File: src/rtl/spq_pkg.sv
// ----------------------------------------------------------------------------
// spq_pkg
// Shared types and constants for the sorted priority queue.
// ----------------------------------------------------------------------------
package spq_pkg;

  localparam int DEPTH = 64;
  localparam int CNT_W = $clog2(DEPTH + 1);
  localparam int OCC_W = 7;
  localparam int PID_W = 16;
  localparam int BURST_W = 16;
  localparam int PRIO_W = 8;

  typedef enum logic {
    ACT_INSERT  = 1'b0,
    ACT_DEQUEUE = 1'b1
  } action_t;

  typedef enum logic [1:0] {
    ST_INSERTED = 2'd0,
    ST_DEQUEUED = 2'd1,
    ST_FULL     = 2'd2,
    ST_EMPTY    = 2'd3
  } status_t;

  typedef struct packed {
    logic [PID_W-1:0]   pid;
    logic [BURST_W-1:0] burst;
    logic [PRIO_W-1:0]  prio;
  } entry_t;

  typedef struct packed {
    logic   ins;
    logic   deq;
    entry_t din;
  } cell_ctl_t;

endpackage

File: src/rtl/spq_cell.sv
// ----------------------------------------------------------------------------
// spq_cell
// One slot of the sorted chain: compares its entry against the new request
// and takes the new entry or a neighbor's entry on insert or dequeue.
// ----------------------------------------------------------------------------
module spq_cell (
  input  logic              clk,
  input  spq_pkg::cell_ctl_t ctl,
  input  logic              occupied,
  input  logic              at_tail,
  input  logic              left_gt,
  input  spq_pkg::entry_t   left_entry,
  input  spq_pkg::entry_t   right_entry,
  output spq_pkg::entry_t   entry,
  output logic              gt
);
  import spq_pkg::*;

  entry_t entry_next;

  assign gt = occupied && (entry.prio > ctl.din.prio);

  always_comb begin
    entry_next = entry;
    priority if (ctl.ins) begin
      if (left_gt) begin
        entry_next = left_entry;
      end else if (gt || at_tail) begin
        entry_next = ctl.din;
      end
    end else if (ctl.deq) begin
      entry_next = right_entry;
    end
  end

  always_ff @(posedge clk) begin
    entry <= entry_next;
  end

endmodule

File: config.mk
export PLATFORM = sky130hd
export DESIGN_NAME = spq_cell
export DESIGN_NICKNAME = d
export VERILOG_FILES = /design/src/rtl/spq_pkg.sv /design/src/rtl/spq_cell.sv
export SDC_FILE = /design/constraint.sdc
export NUM_CORES = 1
export LEC_CHECK = 0
export ABC_AREA = 1
export BUFFER_PORTS_ARGS = -buffer_cell sky130_fd_sc_hd__buf_2
export CAP_MARGIN = 5
export CORE_ASPECT_RATIO = 1.1
export CORE_MARGIN = 3
export CORE_UTILIZATION = 35
export CTS_CLUSTER_DIAMETER = 150
export DETAILED_ROUTE_END_ITERATION = 10
export MAX_ROUTING_LAYER = met4
export PLACE_DENSITY = 0.71
export SLEW_MARGIN = 20
export SYNTH_ARGS = -nofsm -noshare
export SYNTH_HDL_FRONTEND = slang
export SYNTH_SLANG_ARGS = --single-unit
File: constraint.sdc
create_clock -name clk -period 4.8 [get_ports clk]
set_input_delay 0.24 -clock clk [delete_from_list [all_inputs] [get_ports clk]]
set_output_delay 0.24 -clock clk [all_outputs]
set_load 0.01 [all_outputs]
After elaboration in Yosys (flattened, before gate mapping)
Cells that the tools add are included.
{"block": "classes", "addsub": 0, "n_mul": 0, "div": 0, "n_lt_le_gt_ge": 1, "eq_ne": 1, "shift": 0, "mux": 4, "bitwise_logic": 0, "reduce_logical": 4}
{"operator": "40-bit two-way mux", "n": 4}
{"operator": "8-bit > comparator", "n": 1}
{"operator": "3-bit by 1-bit != test with 1-bit output, second input constant", "n": 1}
{"operator": "2-bit AND reduction", "n": 1}
{"operator": "2-bit nonzero test", "n": 1}
{"operator": "1-bit logical AND", "n": 1}
{"operator": "1-bit logical OR", "n": 1}
{"block": "word_totals", "ff_bits": 40, "latch_bits": 0, "ram_bits": 0, "romBits": 0, "in_bits": 126, "output_inout_bits": 41, "elab_cells": 13, "memories": 0}

Logic depth before layout (Yosys ltp)
Gate-level depths: netlist (run 1).
{"block": "depth", "ltp_word": 6, "mapped_depth": 11, "ltp_nobuf": 11}

Worst setup path after synthesis (run 1)
Ideal clock, no wire load.
{"block": "synth_timing", "path_kind": "register to register", "start": "register entry[3] (netlist bit)", "end": "register entry[0] (netlist bit), enable pin", "setup_time_ps": 451, "arrival_time_ps": 3056, "required_time_ps": 4349, "path_slack_ps": 1294, "stages_incl_launch_ff": 7, "n_path_buf": 0, "period_less_slack_ps": 3506, "cell_sequence": "edfxtp_1 -> ha_1 -> nand2_1 -> nor2_1 -> a21boi_0 -> nand2_1 -> a21oi_1"}
{"block": "synth_between", "elab_chain_len": 5}
{"item": "start, declared", "line": "spq_cell.sv:14", "source": "output spq_pkg::entry_t entry,"}
{"item": "start signal, assigned", "line": "spq_cell.sv:37", "source": "entry <= entry_next;"}
{"item": "8-bit > comparator", "line": "spq_cell.sv:21", "source": "assign gt = occupied && (entry.prio > ctl.din.prio);"}
{"item": "1-bit logical AND", "line": "spq_cell.sv:21"}
{"item": "1-bit logical OR", "line": "spq_cell.sv:28", "source": "end else if (gt || at_tail) begin"}
{"item": "3-bit by 1-bit != test with 1-bit output (no source line)"}
{"item": "2-bit AND reduction (no source line)"}
No other way between the ends.
A chain may end at the register's enable or synchronous reset.

Final worst setup path (run 1)
{"block": "layout_timing", "start": "register entry[7] (netlist bit)", "end": "register entry[38] (netlist bit), enable pin"}
The elaborated chain is that of the path after synthesis.

==> impl_metrics.ini, run 1 <==
[clock_tree]
cts_hold_buffers = 0
cts.repair.resized = 0
cts_tree = built
root_buffer = clkbuf_8
clk_pin_slew_worst_paths_ps = 80
clock-sinks = 40
clk_latency_ps = 290
numCtsBuffers = 5
postCtsSetupRepairBufs = 0
clockBufferDepth = 2
cts-htree-levels = 2

[placed_design]
dp_hpwl_mm = 5.02
io_buffer_count = 166
placedCellCount = 490
finalWeightedCongestion = 0.758

[route]
drc = 0
wl_mm = 6.46
avgRoutedWirePerCell_um = 13.0
ant_nets = 0
num_vias = 2374
dr.pass1.iters = 5
drt-vias-per-instance = 4.77
drt_iter0_markers = 93

[global_route]
grt_pass1_wl_mm = 10.0
gr-total-overflow = 0
antenna_found_initial = 0
grt_pass1_vias = 2157
grt_max_degree = 43
grt_usage = 0.176

[logic_synthesis]
ys_types = 16
ys_ff_latch = 40
synth_xor_area_frac = 0
async_reset_ff_frac = 0
synthMuxAreaShare = 0
syn_area_um2 = 2240
synth.yosys.seq_area_share = 0.535
yosysMostFrequentCell = nand2_1
synthesis.nets = 395
synthCells = 261
synth_top_family_by_area = compound AO/OA/AOI/OAI gates
synth.avg_cell_area_um2 = 8.60
yosys.area_share.adder = 0.0446
synth_edf_count = 40
ys_top_cells_by_area = edfxtp_1, o21ai_0, o21ai_1
yosys.area.top_type = edfxtp_1
ys.flop_type = edfxtp_1
synth_top_area_share = 0.535
synthTopCellsByCount = nand2_1, nor2_1, edfxtp_1, o21ai_0, o21ai_1
synth-compound-area-share = 0.192
yosys.area_share.simple = 0.163
ys_warn_count = 0

[final_layout]
n_fill_cell = 589
multi_input_area_um2 = 907
regMostFlops = entry
nets = 554
ff_latch_area_um2 = 1200
largest_register_ff_count = 40
top_regs = entry x40
drive_gt1_frac = 0.423
diodes = 0
finalNonFillerCells = 498
syn2layout_area_growth_pct = 43.4
fin_util = 0.538

[timing]
hold_ws_ps = 237
min_period_ps = 2390
clock_skew_ps = 7.78
finalMaxSlewViolations = 0
grt_setup_unrepaired = false
finalCritPeriodShare = 0.497
fmax_mhz = 419
slew_headroom = 0.551
setup_viol = 0
hold_violations = 0
tns_ps = 0
worst_pin_slew_ps = 673

[setup_path]
crit_arrival_ps = 2350
r2r-start = entry[7]$_DFFE_PP_
critPathKind = flop to flop
timing.rr.end = entry[38]$_DFFE_PP_
reg2reg_slack_ps = 2410
cp-endpoint = entry[38]$_DFFE_PP_
max_stage_delay_ps = 480
crit_top_cell = nand2_1
r2r_cells = 8
cp_slowest_cell = a21oi_4
critPathLaunchType = flop
cp_cell_sequence = ha_1, nand2_1, nor2_1, nand2_1, nand2_1, nand2_1, a21oi_4, buf_4
startpoint = entry[7]$_DFFE_PP_
cp-end-kind = flop
cp_max_fo = 24
crit_required_ps = 4760

[flow_run]
drv_cap = 0

[min_path]
hp-class = primary input to flop

[power]
p_leak_nw = 1.59
p_total_uw = 913
powerDensity_nw_per_um2 = 284
ir_drop_mv = 0.144

[die]
floorplan.die.width_um = 82.3
fp-row-count = 29
core_um2 = 5990
die_area_um2 = 7410
initial_core_util = 0.375
die_h_um = 90.0
io_pins = 167

[status]
outcome = finished, final reports clean
-- report_power, final --
group / switching, mW / internal, mW
registers: 0.00959 / 0.430
logic: 0.114 / 0.0910
clock network: 0.115 / 0.154
-- worst max-delay path: cells and delay by family (launching register included) --
family	cells	cell delay (ps)
compound gates	1	480
simple gates	5	440
flops	1	400
buf+inv	1	400
fa+ha+maj	1	310
-- logic make-up after synthesis --
kind of cell / after synthesis
AO/OA/AOI/OAI: 85
buffers and inverters: 31
flip-flops: 40
AND/OR/NAND/NOR: 97
adder cells (fa/ha/maj): 8
-- worst min-delay path by stage --
stage                          startpoint             endpoint  slack [ps]  cells after the start
final                     right_entry[15]  entry[15]$_DFFE_PP_         240                      3
after global routing      right_entry[32]  entry[32]$_DFFE_PP_         230                      3
after CTS                  right_entry[8]   entry[8]$_DFFE_PP_         230                      3
after detailed placement  right_entry[26]  entry[26]$_DFFE_PP_         530                      3
after global placement    right_entry[16]  entry[16]$_DFFE_PP_         530                      3
after floorplan            right_entry[0]   entry[0]$_DFFE_PP_         440                      2
-- cells in the final DEF (no fill, tap or decap) --
| cell type | n |
|---|---|
| clkinv_2 | 1 |
| nand2_1 | 52 |
| o21ai_1 | 40 |
| a21o_1 | 1 |
| clkinvlp_4 | 1 |
| buf_4 | 2 |
| a21boi_0 | 1 |
| clkbuf_8 | 5 |
| buf_2 | 166 |
| edfxtp_1 | 40 |
| o21ai_0 | 40 |
| nor3_1 | 1 |
| inv_2 | 1 |
| ha_1 | 8 |
| a21oi_4 | 1 |
| inv_1 | 14 |
| a21oi_1 | 2 |
| bufinv_16 | 1 |
| nor2_1 | 44 |
-- per-layer routing --
metal	global-route usage	routed length [um]	share of wire
met2	0.298	3310	0.51
met3	0.0450	665	0.10
met4	0.0457	27	0.0042
met1	0.204	2450	0.38
met5	-	0	0
-- per-stage QoR --
stage               cell area (um2)  setup WS [ps]
global placement               3110           2320
CTS                            3220           2370
global route                   3220           2200
detailed placement             3110           2280
finish                         3220           2410
floorplan                      2240           1290
-- area by class of cell --
cell class / instances / area share
clock buffer: 5 / 0.0214
multi-input combinational: 190 / 0.282
tap: 77 / 0.0299
inverter: 15 / 0.0175
sequential: 40 / 0.373
timing repair buffer: 168 / 0.263
clock inverter: 3 / 0.0132
Power figures use the tool's default switching activity.
==> run 2, diff against run 1 <==
- PLACE_DENSITY: 0.71 -> 0.74
- clock period: 4.8 -> 2 ns (I/O delays scaled with it)
==> run 2 against run 1 <==
Compared with the run above:
- utilization grew 0.52 points
- combinational power up 150%
- flip-flop and latch count unchanged
- routed wire length increased by 4.3%
- worst hold slack got worse by 130 ps
- largest cell class unchanged
- design area increased by 0.97%
==> impl_metrics.ini, run 2 (synthesized netlist as in run 1, its figures left out) <==
[status]
outcome = finished, final reports clean

[route]
drt_iter0_markers = 135
ant_nets = 0
dr.pass1.iters = 4
drt-vias-per-instance = 4.79
num_vias = 2406
wl_mm = 6.74
drc = 0
avgRoutedWirePerCell_um = 13.4

[global_route]
grt_usage = 0.190
antenna_found_initial = 0
grt_pass1_vias = 2308
grt_max_degree = 41
gr-total-overflow = 0
grt_pass1_wl_mm = 10.7

[die]
core_um2 = 5990
initial_core_util = 0.375
io_pins = 167
floorplan.die.width_um = 82.3
die_area_um2 = 7410
die_h_um = 90.0
fp-row-count = 29

[clock_tree]
clk_pin_slew_worst_paths_ps = 70
postCtsSetupRepairBufs = 0
clk_latency_ps = 280
cts_tree = built
clockBufferDepth = 2
cts_hold_buffers = 0
numCtsBuffers = 5
cts.repair.resized = 0
cts-htree-levels = 2
clock-sinks = 40
root_buffer = clkbuf_8

[timing]
finalCritPeriodShare = 0.913
min_period_ps = 1830
hold_violations = 0
clock_skew_ps = 3.37
grt_setup_unrepaired = false
slew_headroom = 0.513
fin_ws_ps = 174
worst_pin_slew_ps = 729
finalMaxSlewViolations = 0
fmax_mhz = 548
setup_viol = 0

[setup_path]
critPathLaunchType = flop
startpoint = entry[7]$_DFFE_PP_
critPathKind = flop to flop
crit_arrival_ps = 1820
crit_required_ps = 1990
r2r-start = entry[7]$_DFFE_PP_
reg2reg_slack_ps = 170
timing.rr.end = entry[27]$_DFFE_PP_
r2r_cells = 7
cp-endpoint = entry[27]$_DFFE_PP_
cp-end-kind = flop
cp_max_fo = 21

[final_layout]
fin_util = 0.543
syn2layout_area_growth_pct = 44.8
layout_common_cells = buf_2, nand2_1, nor2_1
layout_commonest_cell = buf_2
diodes = 0
largest_register_ff_count = 40
regMostFlops = entry
top_regs = entry x40
drive_gt1_frac = 0.428
n_fill_cell = 580
nets = 559

[min_path]
hold_start = right_entry[27]
hp-class = primary input to flop

[placed_design]
finalWeightedCongestion = 0.753
dp_slack_ps = 164
dp_hpwl_mm = 5.22
io_buffer_count = 166

[power]
p_leak_nw = 1.61
powerDensity_nw_per_um2 = 634
ir_drop_mv = 0.293

[flow_run]
drv_cap = 0
-- run 2: cell types whose count changed in the layout (fill, tap and decap cells not counted), sizes merged --
| cell | delta |
|---|---|
| buf | +5 |
| clkinvlp | -1 |
| bufinv | -1 |
| clkbuf | +1 |
-- run 2: through the flow --
step                std cells  cell area, um2  hold WS (ps)  power, mW  setup TNS (ps)
finish                    502            3250           106       2.06               0
global route              502            3250           104       2.19               0
CTS                       502            3250          93.2       2.09               0
detailed placement        495            3170           392       1.59               0
global placement          495            3170           389       1.58               0
floorplan                 261            2260           298       1.32           -9420
-- run 2: critical path, cell delays in order, from the launching register on --
cell and delay [ps]:
edfxtp_1 400, ha_1 320, nand2_1 80, nor2_1 50, a21boi_1 160, nand2_2 100, a21oi_4 220, buf_12 190
-- run 2: how the worst min path moves through the flow --
| stage | end | cells after the start | slack [ps] |
|---|---|---|---|
| after floorplan | entry[0]$_DFFE_PP_ | 2 | 300 |
| after global placement | entry[23]$_DFFE_PP_ | 3 | 390 |
| after detailed placement | entry[21]$_DFFE_PP_ | 3 | 390 |
| after CTS | entry[21]$_DFFE_PP_ | 3 | 90 |
| after global routing | entry[16]$_DFFE_PP_ | 3 | 100 |
| final | entry[27]$_DFFE_PP_ | 3 | 110 |
-- run 2: cell type report --
type / count / area, um2 / area share
flip-flops and latches: 40 / 1200 / 0.370
multi-input cells: 190 / 910 / 0.280
repair buffers: 173 / 908 / 0.280
well taps: 77 / 96.3 / 0.0296
clock buffers: 6 / 72.6 / 0.0223
inverters: 15 / 56.3 / 0.0173
clock inverters: 1 / 5.00 / 0.00154
-- run 2: metal layers --
layer / share of wire / track usage / wire (um) / vias up
met5: 0 / - / 0 / -
met4: 0.015 / 0.0499 / 104 / 0
met3: 0.082 / 0.0390 / 551 / 12
met2: 0.51 / 0.321 / 3440 / 113
met1: 0.39 / 0.225 / 2640 / 1066
li1: - / - / - / 1215
-- run 2: power by group --
| group | leakage (nW) | internal (mW) | switching, mW |
|---|---|---|---|
| logic | 1.16 | 0.234 | 0.278 |
| clock network | 0.0410 | 0.237 | 0.255 |
| registers | 0.407 | 1.03 | 0.0239 |
| total | 1.61 | 1.50 | 0.557 |
==> run 3, diff against run 2 <==
- CORE_ASPECT_RATIO: 1.1 -> not set
- SLEW_MARGIN: 20 -> not set
==> run 3 against run 2 <==
Compared with the run above:
- routed wire length increased by 0.53%
- register-to-register slack got worse by 60 ps
- clock-buffer cell count unchanged
- non-clock buffer count increased by 3
- utilization increased by 0.66 points
- flip-flop and latch count unchanged
- via count increased by 0.46%
- total power increased by 1.6%
- critical endpoint unchanged
- largest cell class unchanged
- largest power group unchanged
==> impl_metrics.ini, run 3 (synthesized netlist as in run 1, its figures left out) <==
[status]
outcome = finished, final reports clean

[final_layout]
nets = 562
finalNonFillerCells = 503
n_fill_cell = 581
regMostFlops = entry
ff_latch_area_um2 = 1200
syn2layout_area_growth_pct = 48.4
layout_commonest_cell = buf_2
diodes = 0
multi_input_area_um2 = 922
top_regs = entry x40
largest_register_ff_count = 40
drive_gt1_frac = 0.435
layout_common_cells = buf_2, nand2_1, nor2_1
finalInstanceArea_um2 = 3330

[die]
io_pins = 167
die_area_um2 = 7410
core_um2 = 6060
floorplan.die.width_um = 86.1
initial_core_util = 0.370
die_h_um = 86.1
fp-row-count = 28

[setup_path]
critPathLaunchType = flop
critPathKind = flop to flop
cp-end-kind = flop
crit_required_ps = 2000
max_stage_delay_ps = 410
cp_top_family = flip-flops
worst-path-buf-inv = 2
cp_slowest_cell = edfxtp_1
r2r_cells = 8
crit_cells = 8
cp_cell_sequence = ha_1, nand2_1, nor2_1, a21boi_1, nand2_2, a21oi_4, buf_12, clkbuf_16
reg2reg_slack_ps = 120
crit_arrival_ps = 1890
cp_max_fo = 10

[power]
powerDensity_nw_per_um2 = 628
p_seq_frac = 0.504
p_leak_nw = 1.64
switchingPower_uw = 567
p_sw_frac = 0.271
p_clk_frac = 0.236
cellInternalPower_mw = 1.53
ir_drop_mv = 0.273
comb_power_share = 0.260

[flow_run]
drv_cap = 0

[clock_tree]
clk_pin_slew_worst_paths_ps = 70
root_buffer = clkbuf_8
clk_latency_ps = 280
cts_hold_buffers = 0
cts-htree-levels = 2
clock-sinks = 40
cts_tree = built
numCtsBuffers = 5
clockBufferDepth = 2

[route]
drt-vias-per-instance = 4.81
wl_mm = 6.77
drt_iter0_markers = 98
ant_nets = 0
drc = 0
avgRoutedWirePerCell_um = 13.5
num_vias = 2417
dr.pass1.iters = 4

[timing]
grt_setup_unrepaired = false
fmax_mhz = 531
setup_viol = 0
finalCritPeriodShare = 0.941
tns_ps = 0
worst_pin_slew_ps = 665
min_period_ps = 1880
slew_headroom = 0.556
finalMaxSlewViolations = 0
hold_violations = 0
hold_ws_ps = 99.7
fin_ws_ps = 117
clock_skew_ps = 3.83

[global_route]
gr-total-overflow = 0
grt_usage = 0.187
grt_pass1_wl_mm = 10.7
grt_pass1_vias = 2355
grt_max_degree = 41
antenna_found_initial = 0

[min_path]
worstHoldPathCells = 3
hp-class = primary input to flop

[placed_design]
io_buffer_count = 166
finalWeightedCongestion = 0.790
placedCellCount = 493
dpl_cell_area_um2 = 3170
dp_hpwl_mm = 5.26
dp_slack_ps = 125
run 3: what timing repair did:
item,CTS,global route
setup endpoints to repair,0,40
setup buffers,0,1
gates resized for setup,0,1
run 3: final cells by class:
cell class | count | area share
Multi-Input combinational cell | 190 | 0.277
Inverter | 15 | 0.0169
Clock buffer | 6 | 0.0218
Sequential cell | 40 | 0.361
Timing Repair Buffer | 176 | 0.294
Clock inverter | 1 | 0.00150
Tap cell | 75 | 0.0282
run 3: through the flow:
step                 util  power (mW)
CTS                 0.536        2.10
detailed placement  0.523        1.59
floorplan               -        1.32
finish              0.549        2.09
global route        0.549        2.23
global placement    0.523        1.58
run 3: worst paths after layout:
kind,endpoint,startpoint
worst min-delay path,entry[23]$_DFFE_PP_,right_entry[23]
worst max-delay path,entry[27]$_DFFE_PP_,entry[7]$_DFFE_PP_
worst min register to register,entry[6]$_DFFE_PP_,entry[1]$_DFFE_PP_
worst max register to register,entry[27]$_DFFE_PP_,entry[7]$_DFFE_PP_
run 3: layer usage:
metal  GRT usage  vias to the layer above  part of all wire
met5           -                        -                 0
met4      0.0504                        0             0.011
met3      0.0317                        8             0.070
met2       0.331                      104              0.51
met1       0.216                     1082              0.41
li1            -                     1223                 -
run 3: power groups by stage:
stage	clock network (mW)	registers [mW]	logic, mW
2_1_floorplan	0	1.12	0.198
3_3_place_gp	0	1.07	0.508
3_5_place_dp	0	1.07	0.521
4_1_cts	0.518	1.06	0.522
5_1_grt	0.554	1.06	0.611
6_report	0.493	1.06	0.543
run 3: worst min-delay path, stage by stage:
cell and delay (ps):
buf_2 70, nand2_1 40, o21ai_1 60
